`config.mk`:
```
export PLATFORM = sky130hd
export DESIGN_NAME = bpa_word_scan
export DESIGN_NICKNAME = d
export VERILOG_FILES = /design/src/sv/bitmap_page_allocator_assert.svh /design/src/sv/bpa_pkg.sv /design/src/sv/bpa_word_scan.sv
export SDC_FILE = /design/constraint.sdc
export NUM_CORES = 2
export LEC_CHECK = 0
export ABC_AREA = 1
export BUFFER_PORTS_ARGS = -buffer_cell sky130_fd_sc_hd__buf_2
export CELL_PAD_IN_SITES_DETAIL_PLACEMENT = 1
export CELL_PAD_IN_SITES_GLOBAL_PLACEMENT = 1
export CORE_MARGIN = 1
export CORE_UTILIZATION = 30
export DETAILED_ROUTE_END_ITERATION = 7
export GPL_ROUTABILITY_DRIVEN = 0
export PLACE_DENSITY = 0.7
export SETUP_SLACK_MARGIN = 0.02
export SYNTH_ARGS = -nofsm -noshare
export SYNTH_HDL_FRONTEND = slang
export SYNTH_SLANG_ARGS = --single-unit
```
`constraint.sdc`:
```
create_clock -name vclk -period 24.3
set_clock_uncertainty 0.2 [all_clocks]
set_input_delay 4.86 -clock vclk [all_inputs]
set_output_delay 4.86 -clock vclk [all_outputs]
set_load 0.02 [all_outputs]
```
`src/sv/bitmap_page_allocator_assert.svh`:
```
// ----------------------------------------------------------------------------
// Bitmap page allocator assertion macros
// Concurrent assertion wrappers on clk_i, with and without reset gating.
// ----------------------------------------------------------------------------
`ifndef BITMAP_PAGE_ALLOCATOR_ASSERT_SVH
`define BITMAP_PAGE_ALLOCATOR_ASSERT_SVH

// Checked only while out of reset
`define BPA_ASSERT(name, prop, msg) \
  name: assert property (@(posedge clk_i) disable iff (!rst_ni) prop) else $error(msg);

// Checked at every edge, reset included
`define BPA_ASSERT_RST(name, prop, msg) \
  name: assert property (@(posedge clk_i) prop) else $error(msg);

`endif

```
`src/sv/bpa_pkg.sv`:
```
// ----------------------------------------------------------------------------
// Bitmap page allocator package
// Request/response types, status codes and free map word constants.
// ----------------------------------------------------------------------------
`timescale 1ns / 1ps

package bpa_pkg;

  // Free map word geometry: 64 pages per memory word
  localparam int WORD_W  = 64;
  localparam int IDX_W   = 6;

  // Field widths
  localparam int PAGE_W  = 12;
  localparam int CNT_W   = 13;
  localparam int RUN_W   = CNT_W + 1;

  // Highest start page a response can carry
  localparam int START_LIMIT = 4095;

  // First allocatable page at reset
  localparam logic [PAGE_W-1:0] FIRST_PAGE_RST = 12'd256;

  // Request kinds
  localparam logic REQ_ALLOC = 1'b0;
  localparam logic REQ_FREE  = 1'b1;

  typedef enum logic [1:0] {
    ST_OK      = 2'd0,
    ST_NOSPACE = 2'd1,
    ST_RANGE   = 2'd2
  } status_e;

  typedef struct packed {
    logic              req_type;
    logic [PAGE_W-1:0] page_number;
    logic [CNT_W-1:0]  count;
  } req_t;

  typedef struct packed {
    logic [1:0]        status;
    logic [PAGE_W-1:0] start_page;
  } resp_t;

  // Word scan result
  typedef struct packed {
    logic             hit;
    logic [IDX_W-1:0] idx;
    logic [RUN_W-1:0] run;
  } scan_res_t;

endpackage

```
`src/sv/bpa_word_scan.sv`:
```
// ----------------------------------------------------------------------------
// Free map word scanner
// Finds the lowest page of a 64-page word at which the free run reaches the
// requested length, carrying the run in from lower words.
// ----------------------------------------------------------------------------
`timescale 1ns / 1ps

module bpa_word_scan
  import bpa_pkg::*;
(
  input  logic [WORD_W-1:0] word_i,
  input  logic [IDX_W-1:0]  lo_i,
  input  logic [RUN_W-1:0]  run_i,
  input  logic [CNT_W-1:0]  cnt_i,
  output scan_res_t         res_o
);

  localparam logic [WORD_W-1:0] ONES = '1;

  logic [WORD_W-1:0] bits;
  // len[k][j] = min(ones ending at bit j, 2**k)
  logic [IDX_W:0]    len [IDX_W+1][WORD_W];

  // Pages below the scan start count as taken
  assign bits = word_i & (ONES << lo_i);

  // Run length per bit by doubling, six levels
  always_comb begin
    for (int j = 0; j < WORD_W; j++) begin
      len[0][j] = {{IDX_W{1'b0}}, bits[j]};
    end
    for (int k = 0; k < IDX_W; k++) begin
      for (int j = 0; j < WORD_W; j++) begin
        if (len[k][j] < (IDX_W+1)'(1 << k)) begin
          len[k+1][j] = len[k][j];
        end else if (j >= (1 << k)) begin
          len[k+1][j] = (IDX_W+1)'(1 << k) + len[k][j-(1 << k)];
        end else begin
          len[k+1][j] = (IDX_W+1)'(1 << k);
        end
      end
    end
  end

  // Lowest bit where the total run reaches the count
  always_comb begin
    logic           full;
    logic [RUN_W:0] tot;
    res_o = '0;
    for (int j = WORD_W - 1; j >= 0; j--) begin
      full = (len[IDX_W][j] == (IDX_W+1)'(j + 1));
      tot  = full ? ({1'b0, run_i} + (RUN_W+1)'(j + 1))
                  : (RUN_W+1)'(len[IDX_W][j]);
      if (tot >= (RUN_W+1)'(cnt_i)) begin
        res_o.hit = 1'b1;
        res_o.idx = IDX_W'(j);
      end
    end
    // Run carried into the next word
    if (len[IDX_W][WORD_W-1] == (IDX_W+1)'(WORD_W)) begin
      res_o.run = run_i + RUN_W'(WORD_W);
    end else begin
      res_o.run = RUN_W'(len[IDX_W][WORD_W-1]);
    end
  end

endmodule

```
* After elaboration in Yosys (flattened, before gate mapping)
Cells that the tools add are included.
W data, S select, Z words.
** Storage, ports and cells
- Bits in registers :: 0
- Bits in latches :: 0
- Bits in writable memories :: 0
- Memory bits (read-only) :: 0
- Bits of input ports :: 97
- Output and inout port bits :: 21
- Word-level logic and storage cells :: 1413
- Memories kept :: 0
** Operators by class
- Add/sub/neg operators :: 386
- Multiply operators :: 0
- Divide/modulo/power cells :: 0
- Order comparisons :: 448
- Equal/unequal tests :: 64
- Shifts and indexed selects :: 1
- Multiplexer cells :: 513
- Bitwise logic cells :: 1
- Reductions and logical operators :: 0
** Operator list (number)
- $mux W7 :: 384
- $ge A15 B13 Y1 :: 64
- $mux W15 :: 64
- $add A14 B6 Y15 const B :: 32
- $lt A7 B2 Y1 const B :: 64
- $lt A7 B3 Y1 const B :: 64
- $lt A7 B4 Y1 const B :: 64
- $lt A7 B5 Y1 const B :: 64
- $lt A7 B6 Y1 const B :: 64
- $add A2 B7 Y7 const A :: 62
- $add A3 B7 Y7 const A :: 60
- $add A4 B7 Y7 const A :: 56
- $add A5 B7 Y7 const A :: 48
- $add A14 B5 Y15 const B :: 16
- $add A6 B7 Y7 const A :: 32
- $eq A7 B6 Y1 const B :: 32
- $add A1 B1 Y2 const A :: 63
- $mux W2 :: 63
- $add A14 B4 Y15 const B :: 8
- $eq A7 B5 Y1 const B :: 16
- $and A64 B64 Y64 :: 1
- $lt A1 B1 Y1 const B :: 64
- $shl A64 B6 Y64 const A :: 1
- $add A14 B3 Y15 const B :: 4
- other kinds (11) :: 23

* Longest topological paths before layout
- Word-level depth :: 81
- Depth in mapped cells :: 91
- Mapped depth without buffers :: 89

* Worst setup path after synthesis
OpenSTA, ideal clock, no wires.
- Kind :: input to output
- From :: in run_i[1]
- To :: out res_o[14] (netlist name)
- Arrival :: 11.321 ns
- Data required time :: 19.240 ns
- Slack :: 7.919 ns
- Stages on the path :: 84
- Path buffers :: 4
- Cells stage by stage :: clkbuf_1 > inv_1 > clkbuf_1 > clkbuf_1 > ha_1 > clkbuf_1 > inv_1 > a21oi_2 > inv_1 > a21oi_1 > inv_1 > a21oi_1 > xor2_1 > nor2_1 > ha_1 > inv_1 > nor3_1 > a211oi_1 > [48 not listed] > nand2_1 > nand2_1 > nand2_1 > nand2_1 > nand2_1 > nand2_1 > nand2_1 > nand2_1 > nand2_1 > nand2_1 > nand2_1 > nand2_1 > nand2_1 > nand2_1 > nand2_1 > nand2_1 > nand2_1 > a21oi_1
** RTL lines
- start: declaration :: line bpa_word_scan.sv:13 : input logic [RUN_W-1:0] run_i,
- end: declaration :: line bpa_word_scan.sv:15 : output scan_res_t res_o

==> results.md <==
- Run status: finished clean
- Vias in the first global route: roughly 53000
- WHS Path Cells: 4
- Rows: around 130
- DRT Pass-1 Iters: 7
- FF+latch count: 0
- Largest net degree at the start of global routing: 58
- IO buf count: roughly 120
- Reg area: 0 um^2
- DRC: 0
- Die Y: around 370 um
- Synth Net Count: 7691
- Syn. warnings: 0
- DR WL met3: roughly 34 mm
- RSZ-0062 raised after global routing: false
- Antenna-violating nets left: 0
- Final worst path period need: between 20 and 25 ns
- Top Family by Delay on Critical Path: simple AND/OR/NAND/NOR gates
- Worst path depth: 84
- Hold endpoint: res_o[11]
- Initial DRC Count: 6780
- Routed wl met2: slightly above 100 mm
- Mapped Area: around 40000 um^2
- Worst slew pin tran: around 1.5 ns
- Final hold violation count: 0
- Met1 wire length: between 90 and 100 mm
- Vias per cell: roughly 6.3
- Syn Area/Cell: 5.91 um^2
- First-pass GRT wire length: about 370 mm
- Critical path type: input port to output port
- Final WL: around 260 mm
- Max Cap Violations: 0
- Finished Core Util: 0.327
- Crit. Startpoint: lo_i[5]
- Grt ovf: 0
- GR Util All Layers: 0.368
- Area delta synth->final: 7.90%
- Fill cell count: 17700
- CP dominant cell by count: nand2_1
- Max-slew headroom: 0.0167
- DIE WIDTH: approximately 370 um
- Number of post-CTS setup repair buffers: 0
- Most frequent cells in the layout: nand2_1 (1175), nor2_1 (962), ha_1 (857), inv_1 (692), a21oi_1 (624)
- Setup violators final: 0
- PostCTS Resize Cnt: 0
- Synth unique cells: between 70 and 80
- Hold Crit Start: run_i[11]
- HPWL Detailed: 202 mm
- Initial antenna violation count: 25
- CORE AREA: around 130000 um^2
- Share of cells above drive strength 1: 0.0850
- Worst EP required: ~19 ns
- CP max stage cell: nor2_1
- Num ports: around 120
- Fmax: slightly below 50 MHz
- CP endpoint kind: output port
- Hold Buf Count CTS: 0
- HP Class: input port to output port
- Top Layer Used: met5
- Most common cell after layout, fill and taps aside: nand2_1
- Total number of vias: approximately 54000
- Critical path buffer and inverter count: 3
- Nets: 7743
- Sequential-to-total area share from yosys stat: 0
- Setup TNS: 0 ns
- Initial Utilization: 0.303
- Clock buffers: 0
- Cells after synthesis: 6737
- Final slew viol count: 0
- Critical path arrival: between 15 and 20 ns
- Period utilization: 0.839
- CP Max Fanout: 39
- Crit-path max cell delay: slightly above 0.7 ns
- Worst setup SP type: input port
- Die area: roughly 130000 um^2
- WL/cell: ~30 um
tightest hold or removal path, delay by kind of cell:
kind | cells | cell delay [ns]
buffers and inverters | 2 | 0.46
AND/OR/NAND/NOR | 1 | 0.13
XOR/XNOR | 1 | 0.25
worst max-delay path by stage:
stage	endpoint	slack [ns]
final	res_o[14]	3.92
after global routing	res_o[14]	3.18
after CTS	res_o[14]	4.51
after detailed placement	res_o[14]	4.54
after global placement	res_o[14]	4.45
after floorplan	res_o[14]	7.92
area by class of cell:
type | count | area (um^2) | area share
Antenna cell | 14 | 35.0 | 0.000816
Inverter | 817 | 3080 | 0.0718
Tap cell | 1755 | 2200 | 0.0512
Multi-Input combinational cell | 5712 | 35900 | 0.837
Timing Repair Buffer | 258 | 1690 | 0.0394
per-layer routing:
layer | GRT usage | vias up
met5 | 0.00285 | -
met4 | 0.310 | 18
met3 | 0.123 | 1373
met2 | 0.540 | 3915
met1 | 0.431 | 25726
li1 | - | 23029
synth_stat cells (all sizes together) (23+ instances only):
| cell type | number | area, um^2 |
|---|---|---|
| nand3 | 192 | 1030 |
| ha | 857 | 10700 |
| o21bai | 45 | 338 |
| nor3 | 103 | 521 |
| a21boi | 60 | 473 |
| nand2 | 1206 | 4620 |
| clkbuf | 179 | 672 |
| inv | 791 | 2970 |
| nand4 | 79 | 515 |
| a31oi | 46 | 288 |
| buf | 29 | 164 |
| nor3b | 23 | 173 |
| xor2 | 340 | 2980 |
| nor2 | 1086 | 4520 |
| o21a | 101 | 758 |
| a21oi | 631 | 3180 |
| a211oi | 73 | 548 |
| clkinv | 26 | 97.6 |
| a21o | 27 | 203 |
| o22ai | 32 | 200 |
| o221ai | 33 | 289 |
| o211ai | 46 | 345 |
| o21ai | 570 | 2870 |
metrics by stage:
step           area (um^2)  hold WS [ns]  worst slack [ns]  instances
2_1_floorplan        39800          9.79              7.92       6737
3_3_place_gp         42900         10.36              4.45       8540
3_5_place_dp         42900         10.34              4.54       8540
4_1_cts              42900         10.35              4.51       8540
5_1_grt              42900         10.36              3.18       8548
6_report             42900         10.40              3.92       8556
cell families after synthesis:
logic type,Yosys count,synth area share
simple gates,2748,0.296
xor+xnor,343,0.0755
compound gates,1763,0.261
fa+ha+maj,857,0.270
buf+inv,1025,0.0982
mux,1,0.000252
