--- config.mk ---
export PLATFORM = sky130hd
export DESIGN_NAME = bpa_map_ram
export DESIGN_NICKNAME = d
export VERILOG_FILES = /design/src/sv/bitmap_page_allocator_assert.svh /design/src/sv/bpa_pkg.sv /design/src/sv/bpa_map_ram.sv
export SDC_FILE = /design/constraint.sdc
export NUM_CORES = 2
export LEC_CHECK = 0
export ABC_AREA = 1
export BUFFER_PORTS_ARGS = -buffer_cell sky130_fd_sc_hd__buf_2
export CAP_MARGIN = 20
export CELL_PAD_IN_SITES_DETAIL_PLACEMENT = 0
export CELL_PAD_IN_SITES_GLOBAL_PLACEMENT = 1
export CORE_ASPECT_RATIO = 0.9
export CORE_MARGIN = 4
export CORE_UTILIZATION = 54
export CTS_BUF_LIST = sky130_fd_sc_hd__clkbuf_8
export DETAILED_ROUTE_END_ITERATION = 16
export PLACE_DENSITY_LB_ADDON = 0.15
export REMOVE_ABC_BUFFERS = 1
export SLEW_MARGIN = 20
export SYNTH_ARGS = -nofsm -noshare
export SYNTH_HDL_FRONTEND = slang
export SYNTH_SLANG_ARGS = --single-unit
export TNS_END_PERCENT = 100
--- constraint.sdc ---
create_clock -name clk_i -period 10.4 [get_ports clk_i]
set_input_delay 2.08 -clock clk_i [delete_from_list [all_inputs] [get_ports clk_i]]
set_output_delay 2.08 -clock clk_i [all_outputs]
set_load 0.03 [all_outputs]
--- src/sv/bitmap_page_allocator_assert.svh ---
// ----------------------------------------------------------------------------
// Bitmap page allocator assertion macros
// Concurrent assertion wrappers on clk_i, with and without reset gating.
// ----------------------------------------------------------------------------
`ifndef BITMAP_PAGE_ALLOCATOR_ASSERT_SVH
`define BITMAP_PAGE_ALLOCATOR_ASSERT_SVH

// Checked only while out of reset
`define BPA_ASSERT(name, prop, msg) \
  name: assert property (@(posedge clk_i) disable iff (!rst_ni) prop) else $error(msg);

// Checked at every edge, reset included
`define BPA_ASSERT_RST(name, prop, msg) \
  name: assert property (@(posedge clk_i) prop) else $error(msg);

`endif

--- src/sv/bpa_pkg.sv ---
// ----------------------------------------------------------------------------
// Bitmap page allocator package
// Request/response types, status codes and free map word constants.
// ----------------------------------------------------------------------------
`timescale 1ns / 1ps

package bpa_pkg;

  // Free map word geometry: 64 pages per memory word
  localparam int WORD_W  = 64;
  localparam int IDX_W   = 6;

  // Field widths
  localparam int PAGE_W  = 12;
  localparam int CNT_W   = 13;
  localparam int RUN_W   = CNT_W + 1;

  // Highest start page a response can carry
  localparam int START_LIMIT = 4095;

  // First allocatable page at reset
  localparam logic [PAGE_W-1:0] FIRST_PAGE_RST = 12'd256;

  // Request kinds
  localparam logic REQ_ALLOC = 1'b0;
  localparam logic REQ_FREE  = 1'b1;

  typedef enum logic [1:0] {
    ST_OK      = 2'd0,
    ST_NOSPACE = 2'd1,
    ST_RANGE   = 2'd2
  } status_e;

  typedef struct packed {
    logic              req_type;
    logic [PAGE_W-1:0] page_number;
    logic [CNT_W-1:0]  count;
  } req_t;

  typedef struct packed {
    logic [1:0]        status;
    logic [PAGE_W-1:0] start_page;
  } resp_t;

  // Word scan result
  typedef struct packed {
    logic             hit;
    logic [IDX_W-1:0] idx;
    logic [RUN_W-1:0] run;
  } scan_res_t;

endpackage

--- src/sv/bpa_map_ram.sv ---
// ----------------------------------------------------------------------------
// Free map memory
// One write port and one read port, read data registered.
// ----------------------------------------------------------------------------
`timescale 1ns / 1ps

module bpa_map_ram
  import bpa_pkg::*;
#(
  parameter int DEPTH = 64,
  parameter int AW    = 6
) (
  input  logic              clk_i,
  input  logic              we_i,
  input  logic [AW-1:0]     waddr_i,
  input  logic [WORD_W-1:0] wdata_i,
  input  logic              re_i,
  input  logic [AW-1:0]     raddr_i,
  output logic [WORD_W-1:0] rdata_o
);

  logic [WORD_W-1:0] mem [DEPTH];

  // Write port
  always_ff @(posedge clk_i) begin
    if (we_i) begin
      mem[waddr_i] <= wdata_i;
    end
  end

  // Registered read port
  always_ff @(posedge clk_i) begin
    if (re_i) begin
      rdata_o <= mem[raddr_i];
    end
  end

endmodule

# --- Word level (Yosys, flattened, before mapping) ---
# Memories as Yosys holds them, arrays and structs flattened. A register that Yosys moved wholly into a read port is not among the register bits.
# Index checks and enable logic that the tools add are counted.
word_totals:
  in_bits: 79
  wordCells: 3
  output_inout_bits: 64
  ff_bits: 0
  n_memories: 1
  ram_bits: 4096
op_classes:
  muxes: 2
mem_list:
  columns: ["name", "words", "width", "read_ports", "rd_ports_with_merged_regs", "wr", "line", "source"]
  rows:
  - ["mem", 64, 64, 1, 1, 1, "bpa_map_ram.sv:22", "logic [WORD_W-1:0] mem [DEPTH];"]
ops:
  columns: ["operator", "count"]
  rows:
  - ["two-way mux 1 bit", 2]

# --- Depth between registers and ports, before layout ---
logic_depth:
  depth_word: 2
  mapped_depth: 13
  ltp_nobuf: 9

# --- Least setup slack after synthesis ---
# OpenSTA, ideal clock, no wires.
synth_timing:
  kind: "input to register"
  startpoint: "input port we_i"
  endpoint: "memory mem[48][0] (enable)"
  path_stages: 3
  slack_ns: 1.038
  t_arrival_ns: 8.716
  path_buffers: 1
  required_time_ns: 9.754
  setup_ns: 0.646
  cell_sequence: "clkbuf_1 > nand4_1 > nor4_1"
synth_via:
  elab_chain_cells: 2
synth_lines:
  columns: ["element", "line", "source"]
  rows:
  - ["start: declaration", "bpa_map_ram.sv:14", "input logic we_i,"]
  - ["two-way mux 1 bit", "bpa_map_ram.sv:26", "if (we_i) begin"]
  - ["two-way mux 1 bit (not written as such)", "bpa_map_ram.sv:27", "mem[waddr_i] <= wdata_i;"]
  - ["end: declaration", "bpa_map_ram.sv:22", null]
# Every way passes these cells.

==> impl.org <==
** Outcome
- Result of the run :: complete, no violations

** Final layout
- Fill count :: 24300
- Compared with the post-synthesis result, the final layout area differs by 9.41%.
- Footprint of the flip-flops and latches :: around 120000 um2
- Net total in the final layout :: 13600
- The multi-input combinational cells in the finished layout cover a total of 36600 um2.
- Of the cells placed in the final design, the portion with a size suffix greater than 1 is 0.0862.
- Once layout is complete, the utilization of the core stands at 0.595.

** Worst hold path
- Hold depth :: 8
- The tightest min-delay check is of the register to register type.

** Clock network
- Worst-Skew Late Latency :: between 1000 and 1500 ps
- Total setup buffers inserted after CTS :: 0
- In this run the number of H-tree levels came out at 6.
- Number of buffers on the longest clock path :: 4
- Count of clock tree sinks :: 4160
- Master cell of the clock root buffer :: sky130_fd_sc_hd__clkbuf_8
- TritonCTS built the clock tree.
- Hold-fix buffer count after cts :: 0
- Post-cts sizing count :: 0
- Counting the buffers created by CTS gives 660.
- After clock tree synthesis, the clock-pin slew on the worst setup and hold paths is 60 ps.

** STA
- Ratio of final minimum period to clock period :: 0.466
- In this run the tightest slew margin relative to its limit is 0.00281.
- Number of failing setup endpoints in the final timing report :: 0
- Crit path time final :: 4840 ps
- The max-slew violation count was 0.
- Clk_skew :: 41.0 ps
- Number of hold-slack violations in the final timing report :: 0
- Worst-margin pin slew :: 1500 ps
- Unrepaired setup endpoints after global routing :: no
- Highest clock rate :: 0.207 GHz

** Detailed routing
- Number of vias after detailed routing :: between 100k and 150k
- After detailed routing, the number of remaining DRC violations is 0.
- Routed Wire Length :: 513 mm
- Remaining number of nets flagged by the antenna check after routing :: 0
- After the first detailed-routing iteration, the DRC count stood at 14600.
- Total iterations of the first detailed-routing run :: 7
- Via density per instance :: between 6 and 7
- Drt wl/cell :: 28.3 um

** Power and ir drop
- Largest vdd supply drop :: 0.132 mV
- For this design the static power due to leakage is 0.0644 uW.
- Final Power :: 33200 uW
- Power density over cell area :: 183 nW/um2

** Global route
- Antenna violations before repair :: 18
- The first global-routing pass estimated 733 mm of wire.
- Entering global routing, the biggest net connects 230 pins.
- Overall track demand over capacity in global routing :: 0.318
- Vias in the first global route :: 105000
- Grt total ovfl :: 0

** Critical path
- On the worst path, the slowest cell contributes a delay of 870 ps.
- The critical path runs through a total of 12 cells.
- The worst register-to-register path has a depth of 8.
- Critical path's slowest cell :: sky130_fd_sc_hd__buf_4
- Cell breakdown of the critical path :: buf_12 -> buf_12 -> buf_12 -> buf_4 -> nand2_1 -> nand3_1 -> nand3_1 -> nand3_1 -> nand3_1 -> nand2_1 -> nand2_1 -> nand2_1
- For the worst setup path, the data required time is about 11000 ps.
- Worst setup SP type :: input port
- Critical path buffer and inverter count :: 4
- Largest delay share family, worst path :: buffers and inverters
- Highest fanout seen on the critical path :: 186
- Arrival time of data at the critical path endpoint :: between 5000 and 6000 ps
- STA classifies the critical path endpoint as a register.
- Register-to-register setup slack :: 8790 ps
- The critical path is of the input port to register type.

** Die
- Effective utilization at floorplan :: 0.544
- Die X :: about 590 um
- Die Ht :: 534 um
- The die covers approximately 320000 um2.
- The total area inside the core boundary comes to 305000 um2.
- Pin placement for this block handled 143 I/O pins.
- Number of standard-cell rows in the floorplan :: 192

** Logic synthesis
- The synthesized design contains roughly 4200 register bits.
- Of the total synthesized cell area, the portion taken by full adders, half adders and majority gates is 0.
- Xor-xnor portion of the synthesized cell area :: 0
- The Yosys step of the flow raised 0 warnings.
- Summed instance area of the synthesized netlist :: 166000 um2
- Synth cell types :: 15
- Share of synthesized cell area in and, or, nand and nor gates :: 0.218
- Each instance of the synthesized netlist takes up on average approximately 12 um2.
- Share of synthesized area spent on multiplexers :: 0
- Number of standard cells after synthesis :: ~13000
- Compound-Gate Fraction of Synth Area :: 0
- Dominant combinational cell family by area after synthesis :: simple AND/OR/NAND/NOR gates
- The share of the Yosys chip area taken by registers is 0.753.

** Place
- DP Wirelength :: 234 mm
- In this run the tool buffered the top-level ports with about 140 buffer cells.
- Routability congestion estimate from global placement :: 0.804

** Job
- Max-cap violations :: 0
-- final timing paths --
check,start,to
worst max register to register,mem[32][14],rdata_o[14]
worst max-delay path,raddr_i[0],rdata_o[54]
worst min-delay path,mem[40][5],rdata_o[5]
worst min register to register,mem[40][5],rdata_o[5]
-- cells in the mapped netlist --
master / instances / area [um2]
sky130_fd_sc_hd__buf_8: 3 / 45.0
sky130_fd_sc_hd__clkbuf_1: 147 / 552
sky130_fd_sc_hd__inv_1: 8 / 30.0
sky130_fd_sc_hd__nand2_1: 4416 / 16600
sky130_fd_sc_hd__buf_2: 501 / 2510
sky130_fd_sc_hd__nor2_1: 56 / 210
sky130_fd_sc_hd__nand3_1: 3847 / 19300
sky130_fd_sc_hd__inv_2: 2 / 7.51
sky130_fd_sc_hd__buf_1: 72 / 270
sky130_fd_sc_hd__inv_4: 2 / 12.5
sky130_fd_sc_hd__buf_4: 134 / 1010
sky130_fd_sc_hd__buf_6: 40 / 450
sky130_fd_sc_hd__edfxtp_1: 4160 / 125000
sky130_fd_sc_hd__nor4_1: 8 / 50.1
sky130_fd_sc_hd__nand4_1: 9 / 56.3
-- flip-flops by register name, summed over array words and instances, names as in the netlist --
register / count
mem: 4096
rdata_o: 64
-- routing by layer --
layer	GRT usage	up-vias	wire length [um]	part of all wire
met5	0	-	36	0.000070
met2	0.506	6343	238000	0.46
met4	0.120	6	20700	0.040
met3	0.0542	1139	53500	0.10
met1	0.444	54700	201000	0.39
li1	-	48300	-	-
-- power by group --
| group | switching (uW) | total, uW | internal, uW |
|---|---|---|---|
| logic | 1520 | 1980 | 463 |
| clock network | 6410 | 12600 | 6160 |
| registers | 45.3 | 18700 | 18600 |
| total | 7980 | 33200 | 25200 |
-- cells by family after synthesis --
family                 Yosys count
DFF                           4160
and+or+nand+nor               8336
buffers and inverters          909
-- final cells by class --
cell class                 count  share of cell area
antenna                       12            0.000165
clock buffer                 674              0.0511
clock inverter               517              0.0132
inverter                      12            0.000579
multi-input combinational   8336               0.202
sequential                  4160               0.688
tap                         4074              0.0281
timing repair buffer         361              0.0172
-- cell usage in the layout (no fill, tap or decap), types with 56 or more instances in the layout --
cell | Yosys | layout
sky130_fd_sc_hd__nand2_1 | 4416 | 4416
sky130_fd_sc_hd__edfxtp_1 | 4160 | 4160
sky130_fd_sc_hd__nand3_1 | 3847 | 3847
sky130_fd_sc_hd__clkbuf_8 | 0 | 674
sky130_fd_sc_hd__inv_1 | 8 | 261
sky130_fd_sc_hd__buf_4 | 134 | 183
sky130_fd_sc_hd__clkinv_1 | 0 | 155
sky130_fd_sc_hd__buf_2 | 501 | 118
sky130_fd_sc_hd__nor2_4 | 0 | 56
sky130_fd_sc_hd__clkinv_2 | 0 | 56
-- worst min-delay path: stages (launching register included) --
cell	delay, ps
sky130_fd_sc_hd__edfxtp_1	320
sky130_fd_sc_hd__nand2_1	50
sky130_fd_sc_hd__nand3_1	60
sky130_fd_sc_hd__nand3_1	60
sky130_fd_sc_hd__nand3_1	60
sky130_fd_sc_hd__nand3_1	60
sky130_fd_sc_hd__nand2_1	60
sky130_fd_sc_hd__nand2_1	50
sky130_fd_sc_hd__nand2_1	60
-- metrics by stage --
step           hold WS, ps  cells  area [um2]  setup WS, ps  TNS (ps)
2_1_floorplan          796  12500      161000         -1920   -122220
3_3_place_gp           865  16900      170000          4560         0
3_5_place_dp           850  16900      170000          4550         0
4_1_cts                855  18100      181000          5880         0
5_1_grt                931  18100      182000          5450         0
6_report               863  18100      182000          5560         0
Note: power is estimated with default switching activity, not from simulation.
